<file path="config.mk">
export PLATFORM = sky130hd
export DESIGN_NAME = mqtt_rx_deframer_top
export DESIGN_NICKNAME = d
export VERILOG_FILES = /design/src/hdl/mrd_pkg.sv /design/src/hdl/mrd_parser.sv /design/src/hdl/mrd_queue.sv /design/src/hdl/mrd_out.sv /design/src/hdl/mqtt_rx_deframer_top.sv
export SDC_FILE = /design/constraint.sdc
export NUM_CORES = 1
export LEC_CHECK = 0
export BUFFER_PORTS_ARGS = -buffer_cell sky130_fd_sc_hd__buf_2
export CAP_MARGIN = 0
export CORE_MARGIN = 5
export CORE_UTILIZATION = 40
export DETAILED_ROUTE_END_ITERATION = 7
export SETUP_SLACK_MARGIN = 0.4
export SLEW_MARGIN = 10
export SYNTH_ARGS = -nofsm -noshare
export SYNTH_HDL_FRONTEND = slang
export SYNTH_SLANG_ARGS = --single-unit
</file>
<file path="constraint.sdc">
create_clock -name clk_i -period 7.61 [get_ports clk_i]
set_input_delay 0.761 -clock clk_i [delete_from_list [all_inputs] [get_ports clk_i]]
set_output_delay 0.761 -clock clk_i [all_outputs]
set_load 0.01 [all_outputs]
</file>
<file path="src/hdl/mrd_pkg.sv">
// Shared types and constants of the MQTT receive deframer.
`default_nettype none

package mrd_pkg;

  localparam int unsigned LenW      = 28;
  localparam int unsigned TopicW    = 16;
  localparam int unsigned QueueDepth = 2;
  localparam int unsigned QueuePtrW  = $clog2(QueueDepth);
  localparam int unsigned QueueCntW  = $clog2(QueueDepth + 1);

  localparam logic [3:0] TypeConnack = 4'd2;
  localparam logic [3:0] TypePublish = 4'd3;

  localparam logic [2:0] RoleHeader    = 3'd0;
  localparam logic [2:0] RoleLength    = 3'd1;
  localparam logic [2:0] RoleTopicLen  = 3'd2;
  localparam logic [2:0] RoleTopic     = 3'd3;
  localparam logic [2:0] RolePayload   = 3'd4;
  localparam logic [2:0] RoleOtherBody = 3'd5;

  typedef struct packed {
    logic [7:0]        data_byte;
    logic [3:0]        packet_type;
    logic [2:0]        role;
    logic [LenW-1:0]   body_offset;
    logic [LenW-1:0]   body_length;
    logic [TopicW-1:0] topic_length;
    logic              packet_end;
    logic              length_error;
    logic              connack_ok;
  } front_item_t;

endpackage

`default_nettype wire

</file>
<file path="src/hdl/mrd_parser.sv">
// Front end: accepts stream bytes, tracks packet phase and labels each byte.
`default_nettype none

module mrd_parser #(
  parameter int unsigned MAX_LENGTH_BYTES = 4
) (
  input  wire logic                clk_i,
  input  wire logic                rst_ni,
  input  wire logic                in_valid_i,
  input  wire logic [7:0]          in_byte_i,
  input  wire logic                space_i,
  output logic                     in_ready_o,
  output logic                     push_o,
  output mrd_pkg::front_item_t     item_o
);

  localparam logic [1:0] PhHeader = 2'd0;
  localparam logic [1:0] PhLength = 2'd1;
  localparam logic [1:0] PhBody   = 2'd2;
  localparam logic [2:0] MaxBytes = 3'(MAX_LENGTH_BYTES);

  logic [1:0]                  phase_q, phase_d;
  logic [3:0]                  type_q, type_d;
  logic [1:0]                  qos_q, qos_d;
  logic [mrd_pkg::LenW-1:0]    len_q, len_d;
  logic [1:0]                  lcnt_q, lcnt_d;
  logic [mrd_pkg::LenW-1:0]    bcnt_q, bcnt_d;
  logic [mrd_pkg::TopicW-1:0]  topic_q, topic_d;
  logic                        ok_q, ok_d;

  logic                        accept;
  logic [mrd_pkg::LenW-1:0]    add_val;
  logic [mrd_pkg::LenW-1:0]    bnext;
  logic [mrd_pkg::LenW-1:0]    rel;
  logic [mrd_pkg::LenW-1:0]    past_topic;
  logic [mrd_pkg::LenW-1:0]    topic_ext;
  logic [7:0]                  b;

  assign in_ready_o = space_i;
  assign accept     = in_valid_i && space_i;
  assign push_o     = accept;
  assign b          = in_byte_i;

  assign add_val    = mrd_pkg::LenW'(b[6:0]) << (5'd7 * {3'd0, lcnt_q});
  assign bnext      = bcnt_q + 1'b1;
  assign topic_ext  = {{(mrd_pkg::LenW - mrd_pkg::TopicW){1'b0}}, topic_q};
  assign rel        = bcnt_q - mrd_pkg::LenW'(2);
  assign past_topic = rel - topic_ext;

  always_comb begin
    phase_d = phase_q;
    type_d  = type_q;
    qos_d   = qos_q;
    len_d   = len_q;
    lcnt_d  = lcnt_q;
    bcnt_d  = bcnt_q;
    topic_d = topic_q;
    ok_d    = ok_q;

    item_o              = '0;
    item_o.data_byte    = b;

    unique case (phase_q)
      PhHeader: begin
        type_d  = b[7:4];
        qos_d   = b[2:1];
        len_d   = '0;
        lcnt_d  = '0;
        bcnt_d  = '0;
        topic_d = '0;
        ok_d    = 1'b0;
        phase_d = PhLength;
        item_o.role = mrd_pkg::RoleHeader;
      end
      PhLength: begin
        len_d = len_q + add_val;
        item_o.role = mrd_pkg::RoleLength;
        if (!b[7]) begin
          if (len_d == '0) begin
            item_o.packet_end = 1'b1;
            phase_d = PhHeader;
          end else begin
            phase_d = PhBody;
          end
        end else if ({1'b0, lcnt_q} + 3'd1 >= MaxBytes) begin
          item_o.length_error = 1'b1;
          phase_d = PhHeader;
        end else begin
          lcnt_d = lcnt_q + 2'd1;
        end
      end
      PhBody: begin
        item_o.role = mrd_pkg::RoleOtherBody;
        if (type_q == mrd_pkg::TypePublish) begin
          if (bcnt_q == '0) begin
            topic_d = {b, 8'd0};
            item_o.role = mrd_pkg::RoleTopicLen;
          end else if (bcnt_q == mrd_pkg::LenW'(1)) begin
            topic_d = {topic_q[15:8], b};
            item_o.role = mrd_pkg::RoleTopicLen;
          end else if (rel < topic_ext) begin
            item_o.role = mrd_pkg::RoleTopic;
          end else if (qos_q != 2'd0 && past_topic < mrd_pkg::LenW'(2)) begin
            item_o.role = mrd_pkg::RoleOtherBody;
          end else begin
            item_o.role = mrd_pkg::RolePayload;
          end
        end else if (type_q == mrd_pkg::TypeConnack && bcnt_q == mrd_pkg::LenW'(1)) begin
          ok_d = (b == 8'd0);
        end
        item_o.body_offset = bcnt_q;
        bcnt_d = bnext;
        if (bnext >= len_q) begin
          item_o.packet_end = 1'b1;
          phase_d = PhHeader;
        end
      end
      default: begin
        phase_d = PhHeader;
      end
    endcase

    item_o.packet_type  = type_d;
    item_o.body_length  = len_d;
    item_o.topic_length = topic_d;
    item_o.connack_ok   = ok_d;
  end

  always_ff @(posedge clk_i or negedge rst_ni) begin
    if (!rst_ni) begin
      phase_q <= PhHeader;
      type_q  <= '0;
      qos_q   <= '0;
      len_q   <= '0;
      lcnt_q  <= '0;
      bcnt_q  <= '0;
      topic_q <= '0;
      ok_q    <= 1'b0;
    end else if (accept) begin
      phase_q <= phase_d;
      type_q  <= type_d;
      qos_q   <= qos_d;
      len_q   <= len_d;
      lcnt_q  <= lcnt_d;
      bcnt_q  <= bcnt_d;
      topic_q <= topic_d;
      ok_q    <= ok_d;
    end
  end

endmodule

`default_nettype wire

</file>
<file path="src/hdl/mrd_queue.sv">
// Short queue of labeled items between the parser and the output stage.
`default_nettype none

module mrd_queue (
  input  wire logic                  clk_i,
  input  wire logic                  rst_ni,
  input  wire logic                  push_i,
  input  mrd_pkg::front_item_t       push_item_i,
  output logic                       space_o,
  input  wire logic                  pop_i,
  output logic                       avail_o,
  output mrd_pkg::front_item_t       pop_item_o
);

  mrd_pkg::front_item_t mem_q [mrd_pkg::QueueDepth];

  logic [mrd_pkg::QueuePtrW-1:0] wptr_q, wptr_d;
  logic [mrd_pkg::QueuePtrW-1:0] rptr_q, rptr_d;
  logic [mrd_pkg::QueueCntW-1:0] cnt_q, cnt_d;
  logic                          do_pop;

  assign space_o    = cnt_q != mrd_pkg::QueueCntW'(mrd_pkg::QueueDepth);
  assign avail_o    = cnt_q != '0;
  assign pop_item_o = mem_q[rptr_q];
  assign do_pop     = pop_i && avail_o;

  always_comb begin
    wptr_d = wptr_q;
    rptr_d = rptr_q;
    if (push_i) begin
      wptr_d = (wptr_q == mrd_pkg::QueuePtrW'(mrd_pkg::QueueDepth - 1)) ? '0 : wptr_q + 1'b1;
    end
    if (do_pop) begin
      rptr_d = (rptr_q == mrd_pkg::QueuePtrW'(mrd_pkg::QueueDepth - 1)) ? '0 : rptr_q + 1'b1;
    end
    cnt_d = cnt_q + mrd_pkg::QueueCntW'(push_i) - mrd_pkg::QueueCntW'(do_pop);
  end

  always_ff @(posedge clk_i) begin
    if (push_i) begin
      mem_q[wptr_q] <= push_item_i;
    end
  end

  always_ff @(posedge clk_i or negedge rst_ni) begin
    if (!rst_ni) begin
      wptr_q <= '0;
      rptr_q <= '0;
      cnt_q  <= '0;
    end else begin
      wptr_q <= wptr_d;
      rptr_q <= rptr_d;
      cnt_q  <= cnt_d;
    end
  end

endmodule

`default_nettype wire

</file>
<file path="src/hdl/mrd_out.sv">
// Back end: forms the end-of-packet flags and holds the output item register.
`default_nettype none

module mrd_out (
  input  wire logic               clk_i,
  input  wire logic               rst_ni,
  input  wire logic               avail_i,
  input  mrd_pkg::front_item_t    item_i,
  output logic                    pop_o,
  output logic                    m_tvalid_o,
  input  wire logic               m_tready_i,
  output logic [79:0]             m_tdata_o,
  output logic [9:0]              m_tuser_o,
  output logic                    m_tlast_o
);

  logic        vld_q;
  logic [79:0] data_q, data_d;
  logic [9:0]  user_q, user_d;
  logic        last_q;
  logic        acc_flag;
  logic        overrun_flag;
  logic [mrd_pkg::LenW-1:0] need;

  assign pop_o = avail_i && (!vld_q || m_tready_i);
  assign need  = mrd_pkg::LenW'(item_i.topic_length) + mrd_pkg::LenW'(2);

  always_comb begin
    acc_flag     = item_i.packet_end && item_i.packet_type == mrd_pkg::TypeConnack &&
                   item_i.body_length >= mrd_pkg::LenW'(2) && item_i.connack_ok;
    overrun_flag = item_i.packet_end && item_i.packet_type == mrd_pkg::TypePublish &&
                   need > item_i.body_length;
    data_d = {item_i.topic_length, item_i.body_length, item_i.body_offset, item_i.data_byte};
    user_d = {overrun_flag, acc_flag, item_i.length_error, item_i.role, item_i.packet_type};
  end

  always_ff @(posedge clk_i or negedge rst_ni) begin
    if (!rst_ni) begin
      vld_q <= 1'b0;
    end else if (pop_o) begin
      vld_q <= 1'b1;
    end else if (m_tready_i) begin
      vld_q <= 1'b0;
    end
  end

  always_ff @(posedge clk_i) begin
    if (pop_o) begin
      data_q <= data_d;
      user_q <= user_d;
      last_q <= item_i.packet_end;
    end
  end

  assign m_tvalid_o = vld_q;
  assign m_tdata_o  = data_q;
  assign m_tuser_o  = user_q;
  assign m_tlast_o  = last_q;

endmodule

`default_nettype wire

</file>
<file path="src/hdl/mqtt_rx_deframer_top.sv">
// Top level of the MQTT receive deframer.
//
// The slave stream takes one received byte per item in s_axis_tdata. For every
// byte the master stream gives exactly one labeled item: the byte itself, its
// role, the packet type, the body offset and decoded remaining length, the
// topic length, and the end-of-packet flags. tlast marks the byte that
// completes a packet.
// An item is accepted every cycle while the downstream side keeps up; the
// parser labels each byte as it is taken and writes it into the queue, and
// the output register takes the labeled item from the queue.
// The parser stalls only when the two-entry queue is full, so a stalled
// receiver holds the output item and stops input after the queue fills.
// Reset empties the queue and output register and sets the parser to expect
// the first header byte of a packet.
// A length field whose last allowed byte still has its continuation bit set
// is reported in tuser, and the next byte is parsed as a new header byte.
`default_nettype none

module mqtt_rx_deframer_top #(
  parameter int unsigned MAX_LENGTH_BYTES = 4
) (
  input  wire logic        clk_i,
  input  wire logic        rst_ni,
  input  wire logic        s_axis_tvalid,
  output logic             s_axis_tready,
  input  wire logic [7:0]  s_axis_tdata,   // [7:0] data_byte
  output logic             m_axis_tvalid,
  input  wire logic        m_axis_tready,
  // [7:0] byte_out, [35:8] body_offset, [63:36] body_length, [79:64] topic_length
  output logic [79:0]      m_axis_tdata,
  // [3:0] packet_type, [6:4] role, [7] length_error, [8] connack_accepted,
  // [9] topic_overrun
  output logic [9:0]       m_axis_tuser,
  output logic             m_axis_tlast
);

  mrd_pkg::front_item_t push_item;
  mrd_pkg::front_item_t pop_item;
  logic                 push;
  logic                 space;
  logic                 avail;
  logic                 pop;

  mrd_parser #(
    .MAX_LENGTH_BYTES(MAX_LENGTH_BYTES)
  ) u_parser (
    .clk_i      (clk_i),
    .rst_ni     (rst_ni),
    .in_valid_i (s_axis_tvalid),
    .in_byte_i  (s_axis_tdata),
    .space_i    (space),
    .in_ready_o (s_axis_tready),
    .push_o     (push),
    .item_o     (push_item)
  );

  mrd_queue u_queue (
    .clk_i       (clk_i),
    .rst_ni      (rst_ni),
    .push_i      (push),
    .push_item_i (push_item),
    .space_o     (space),
    .pop_i       (pop),
    .avail_o     (avail),
    .pop_item_o  (pop_item)
  );

  mrd_out u_out (
    .clk_i      (clk_i),
    .rst_ni     (rst_ni),
    .avail_i    (avail),
    .item_i     (pop_item),
    .pop_o      (pop),
    .m_tvalid_o (m_axis_tvalid),
    .m_tready_i (m_axis_tready),
    .m_tdata_o  (m_axis_tdata),
    .m_tuser_o  (m_axis_tuser),
    .m_tlast_o  (m_axis_tlast)
  );

endmodule

`default_nettype wire
</file>
# After elaboration in Yosys (flattened, before gate mapping)
# Memory sizes are Yosys's and may differ from the RTL's.
# Index checks and enable logic that the tools add are counted.
# word_totals
regBits	179
ram_bits	180
output_inout_bits	93
mem_count	1
# memory_table
memory	words	width	rd	rd_clocked_by_memory_dff	write_ports	line	text
u_queue.mem_q	2	90	1	0	1	mrd_queue.sv:15	mrd_pkg::front_item_t mem_q [mrd_pkg::QueueDepth];
# classes
addsub	11
mul	1
order_cmp	6
n_eq_ne	12
n_shift	1
n_mux	38
n_reduce_logical	25
# op_table
op	count
one-hot mux 28 bit (2 select lines)	2
logical NOT 28 bit	2
2-to-1 mux 16 bit	2
one-hot mux 16 bit (2 select lines)	1
adder 28 x 1 -> 28 bit (second input constant)	1
adder 28 bit	1
== test 28 x 1 -> 1 bit (second input constant)	1
greater-or-equal comparator 28 x 2 -> 1 bit (second input constant)	1
greater-or-equal comparator 28 bit	1
greater-than comparator 28 bit	1
< comparator 28 x 16 -> 1 bit	1
< comparator 28 x 2 -> 1 bit (second input constant)	1
2-to-1 mux 28 bit	1
left shift 7 x 5 -> 28 bit	1
subtractor 28 x 16 -> 28 bit	1
subtractor 28 x 2 -> 28 bit (second input constant)	1
adder 16 x 2 -> 17 bit (second input constant)	1
== test 4 x 2 -> 1 bit (second input constant)	4
2-to-1 mux 1 bit	15
2-to-1 mux 2 bit	6
2-to-1 mux 3 bit	4
logical AND 1 bit	10
nonzero test 2 bit	5
logical NOT 8 bit	1
24 further kinds	29

# Depth between registers and ports, before layout
# depth
ltp_word	10
ltp_mapped	19

# By module
# Synthesis repeated with hierarchy kept, for this count alone.
# hier_totals
cells_unflattened	1610
area_unflattened_um2	19102.1
# modules_own_cells
mod	n_inst	cells_each	area_per_inst_um2	seq_area_each_um2
mrd_parser	1	1104	8803.4	2077.0
mrd_queue	1	297	6751.5	5505.3
mrd_out	1	209	3547.2	2757.6

# Worst setup path before layout
# OpenSTA, ideal clock, no wires.
# synth_path
path_type	in2reg
startpoint	input m_axis_tready
endpoint	register u_queue.cnt_q[1] (netlist bit)
arrival_ns	6.544
required_ns	7.530
slack_ns	0.986
cell_stages	7
cell_sequence	inv_1 a21oi_1 ha_1 inv_1 ha_1 xnor2_1 xnor2_1
# synth_via
elab_chain_cells	4
# synth_rtl
item	line	text
start, declared	mqtt_rx_deframer_top.sv:28	input wire logic m_axis_tready,
logical OR 1 bit	mrd_out.sv:25	assign pop_o = avail_i && (!vld_q || m_tready_i);
logical AND 1 bit	mrd_out.sv:25	
net pop	mqtt_rx_deframer_top.sv:42	logic pop;
logical AND 1 bit	mrd_queue.sv:25	assign do_pop = pop_i && avail_o;
subtractor 2 x 1 -> 2 bit	mrd_queue.sv:36	cnt_d = cnt_q + mrd_pkg::QueueCntW'(push_i) - mrd_pkg::QueueCntW'(do_pop);
net u_queue.cnt_d (one bit)	mrd_queue.sv:19	logic [mrd_pkg::QueueCntW-1:0] cnt_q, cnt_d;
end signal, assigned	mrd_queue.sv:53	cnt_q <= cnt_d;
end, declared	mrd_queue.sv:19	
# The timed path passes the listed nets, and every way through them passes these cells.
# A chain may end at the register's enable or synchronous reset.

# Final worst setup path
# layout_path
startpoint	register u_parser.bcnt_q[0] (netlist bit)
endpoint	register u_parser.phase_q[1]
# layout_via
elab_chain_cells	4
# layout_rtl
item	line	text
start, declared	mrd_parser.sv:27	logic [mrd_pkg::LenW-1:0] bcnt_q, bcnt_d;
start signal, assigned	mrd_parser.sv:145	bcnt_q <= bcnt_d;
adder 28 x 1 -> 28 bit	mrd_parser.sv:45	assign bnext = bcnt_q + 1'b1;
greater-or-equal comparator 28 bit	mrd_parser.sv:113	if (bnext >= len_q) begin
inequality test 2 x 1 -> 1 bit (no line)	--	
AND reduction 3 bit (no line)	--	
end signal, assigned	mrd_parser.sv:131	phase_q <= PhHeader;
end signal, assigned	mrd_parser.sv:140	phase_q <= phase_d;
end, declared	mrd_parser.sv:22	logic [1:0] phase_q, phase_d;
# No other way between the ends.

==> impl_metrics.ini <==
[timing]
slew_viol_final = 0
maxSlewHeadroom = 0.3660
rsz0062_at_grt = no
hold_viol_final = 0
fin_skew_ns = 0.01444
tns_ns = 0
period_share = 0.5790
hold_slack_ns = 0.2559
max_clock_freq_ghz = 0.2270
tightest_slew_ns = 0.9411
finalSetupViolCount = 0
period_minus_slack_ns = 4.406

[synthesis]
yosys_most_used_dff = edfxtp_1
ys_seq_elements = 359
synth.distinct_cells = 93
yosys.area.top_type = edfxtp_1
ys.warnings.count = 0
yosysMostFrequentCell = edfxtp_1
syn_inst = 1635
ys_seq_area_frac = 0.5369
synth_edf_count = 271
ys_async_sr_fraction = 0.2451
yosysTopAreaCellShare = 0.4226
synth_fp_nets = 1749
ys_top_cells_by_count = edfxtp_1, nand2_1, ha_1
syn_avg_cell_area_um2 = 11.78
yosys-top-cells-area = edfxtp_1, dfrtp_1, ha_1, mux2_2, nand2_1
syn-cell-area_um2 = 19260

[clock_tree]
cts_buffers = 40
cts_root_buf = clkbuf_16
clock-sinks = 359
htreeDepth = 2
clkTransAtPathRegs_ns = 0.06
clock_path_buffers = 3
cts_resized = 0
clk_latency_ns = 0.55
hold_buffers = 0
cts_tree = built
cts_setup_buffers = 0

[min_path]
worst_hold_path_type = input port to async pin

[die]
core_um2 = 47650
num_io_pins = 105
fp.dieH_um = 229.4
initial_core_util = 0.4042
die_area_um2 = 52630
rows = 80
fp.dieW_um = 229.4

[power]
switching_power_uw = 2981
pwr-share-clk = 0.237
p_seq_frac = 0.386
power_density_nw_per_um2 = 375.8
p_leak_uw = 0.008626
power_frac_comb = 0.377
ir_worst_vdd_mv = 0.2031
p_int_uw = 5158
p_total_uw = 8140
p_sw_frac = 0.3663

[worst_setup_path]
reg2reg_depth = 17
cp-end-kind = flip-flop
rrSetupSlack_ns = 3.20
cp_slowest_cell = dfrtp_1
r2r-end = u_parser.phase_q[1]
path_class = flip-flop to flip-flop
crit_buf_inv = 0
cp-start-kind = flip-flop
cp_max_fo = 10
r2r-start = u_parser.bcnt_q[0]
slowest_delay_ns = 0.54
crit_path_cell_trace = ha_1 -> nand2_1 -> nor4_2 -> and2_1 -> and4_1 -> nand3_1 -> nor3_1 -> xnor2_1 -> ha_1 -> nand4_1 -> nor2_1 -> nand3_1 -> a31oi_1 -> a211oi_1 -> a31oi_1 -> nor2_1 -> a31o_1
path_delay_family = simple AND/OR/NAND/NOR gates
cp.arrival_ns = 4.85
critPathRequiredTime_ns = 8.06

[routing]
via_per_inst = 5.722
drcViolationCount = 0
wirelength_um = 50900
drt-met1-wl_um = 22690
met2_length_um = 24050
route.detailed.wl_per_inst_um = 21.54
wl_met3_um = 2776
highest_layer = met5
num_vias = 13520
drt_iter0_drc = 1078
detail-route-antenna-nets = 0
firstDrtPassIters = 5

[grt]
grtUsageTotal = 0.1877
first_global_vias = 13410
grt_pass1_wl_um = 78010
grt_start_max_net_pins = 72
antenna_found_initial = 2
grt-ovfl-total = 0

[layout]
fin_util = 0.4546
nNetsFinal = 1829
synthToLayoutAreaGrowth_pct = 12.47
num-fill-cells = 4376
layout-drive-gt1-share = 0.1706

[placement]
hpwl_um = 36150
io_buffer_count = 104
gp_congestion = 0.9087

[job]
max-cap-violations = 0

[status]
status = finished clean
[worst max-delay path by stage]
stage / start / end / slack, ns / depth (start not counted)
detailed placement: u_parser.bcnt_q[3] / u_queue.mem_q[0][75] / 3.22 / 14
finish: u_parser.bcnt_q[0] / u_parser.phase_q[1] / 3.20 / 17
global placement: u_parser.bcnt_q[0] / u_parser.phase_q[1] / 3.35 / 17
global route: u_parser.bcnt_q[4] / u_parser.phase_q[1] / 2.87 / 17
floorplan: m_axis_tready / u_queue.cnt_q[1] / 0.99 / 7
CTS: u_parser.bcnt_q[3] / u_queue.mem_q[0][75] / 3.21 / 14
[flip-flops by register name, summed over array words and instances, names as in the netlist, 2 cells and up]
register          cells
u_queue.cnt_q         2
u_queue.mem_q       180
u_parser.bcnt_q      28
u_parser.lcnt_q       2
u_out.m_tdata_o      80
u_out.m_tuser_o      10
u_parser.qos_q        2
u_parser.topic_q     16
u_parser.type_q       4
u_parser.phase_q      2
u_parser.len_q       28
[cell families (layout without fill, tap and decap cells)]
family,Yosys count,after routing,share of synthesized area
mux,106,106,0.06049
simple gates,443,443,0.1233
other cells,0,1,0
compound gates,364,364,0.1373
flops,359,359,0.5369
buf+inv,176,288,0.03625
xor+xnor,85,85,0.03866
fa+ha+maj,102,102,0.06705
[layout make-up]
cell class | instances | area (um2) | share of cell area
inverters | 96 | 360.3 | 0.01664
diodes | 1 | 2.502 | 0.0001155
repair buffers | 118 | 628.1 | 0.02900
clock inverters | 20 | 200.2 | 0.009242
flip-flops and latches | 359 | 10340 | 0.4775
multi-input cells | 1100 | 8250 | 0.3809
clock buffers | 54 | 1106 | 0.05106
well taps | 615 | 769.5 | 0.03552
[metrics by stage]
stage	instances	setup WS (ns)	instance area [um2]
after global placement	2288	3.355	20350
after detailed placement	2288	3.215	20350
after global routing	2362	2.871	21660
after CTS	2362	3.211	21660
final	2363	3.204	21660
after floorplan	1635	0.9857	19260
[per-layer routing]
metal / up-vias / track usage
met5: - / 0
met4: 2 / 0.05882
met3: 94 / 0.03022
met2: 392 / 0.3103
met1: 6745 / 0.2548
li1: 6288 / -
[cells in the final DEF (no fill, tap or decap), types with 8 or more instances in the layout]
| cell | n |
|---|---|
| nand4_1 | 28 |
| a21oi_1 | 48 |
| nand3_1 | 37 |
| nor4_1 | 14 |
| dfrtp_1 | 87 |
| nor2_1 | 65 |
| nor3_1 | 26 |
| a32o_1 | 25 |
| buf_2 | 103 |
| buf_4 | 15 |
| xor2_1 | 37 |
| xnor2_1 | 48 |
| nor3b_1 | 10 |
| a22o_1 | 46 |
| o31ai_1 | 12 |
| mux2_2 | 83 |
| o21ai_0 | 83 |
| nand2b_1 | 11 |
| a21o_1 | 34 |
| edfxtp_1 | 271 |
| mux2i_1 | 23 |
| clkbuf_1 | 11 |
| nand2_1 | 114 |
| a31oi_1 | 10 |
| ha_1 | 99 |
| and2_1 | 53 |
| a211oi_1 | 8 |
| nor2b_1 | 15 |
| o211ai_1 | 21 |
| and3_1 | 22 |
| inv_1 | 95 |
| clkbuf_16 | 42 |
[power by group through the flow]
stage               registers (uW)  logic, uW  clock network, uW
floorplan                     3290       1960                  0
global placement              3170       3030                  0
detailed placement            3180       3070                  0
CTS                           3150       3090               1970
global route                  3200       3360               2060
finish                        3140       3070               1930
Power figures use the tool's default switching activity.
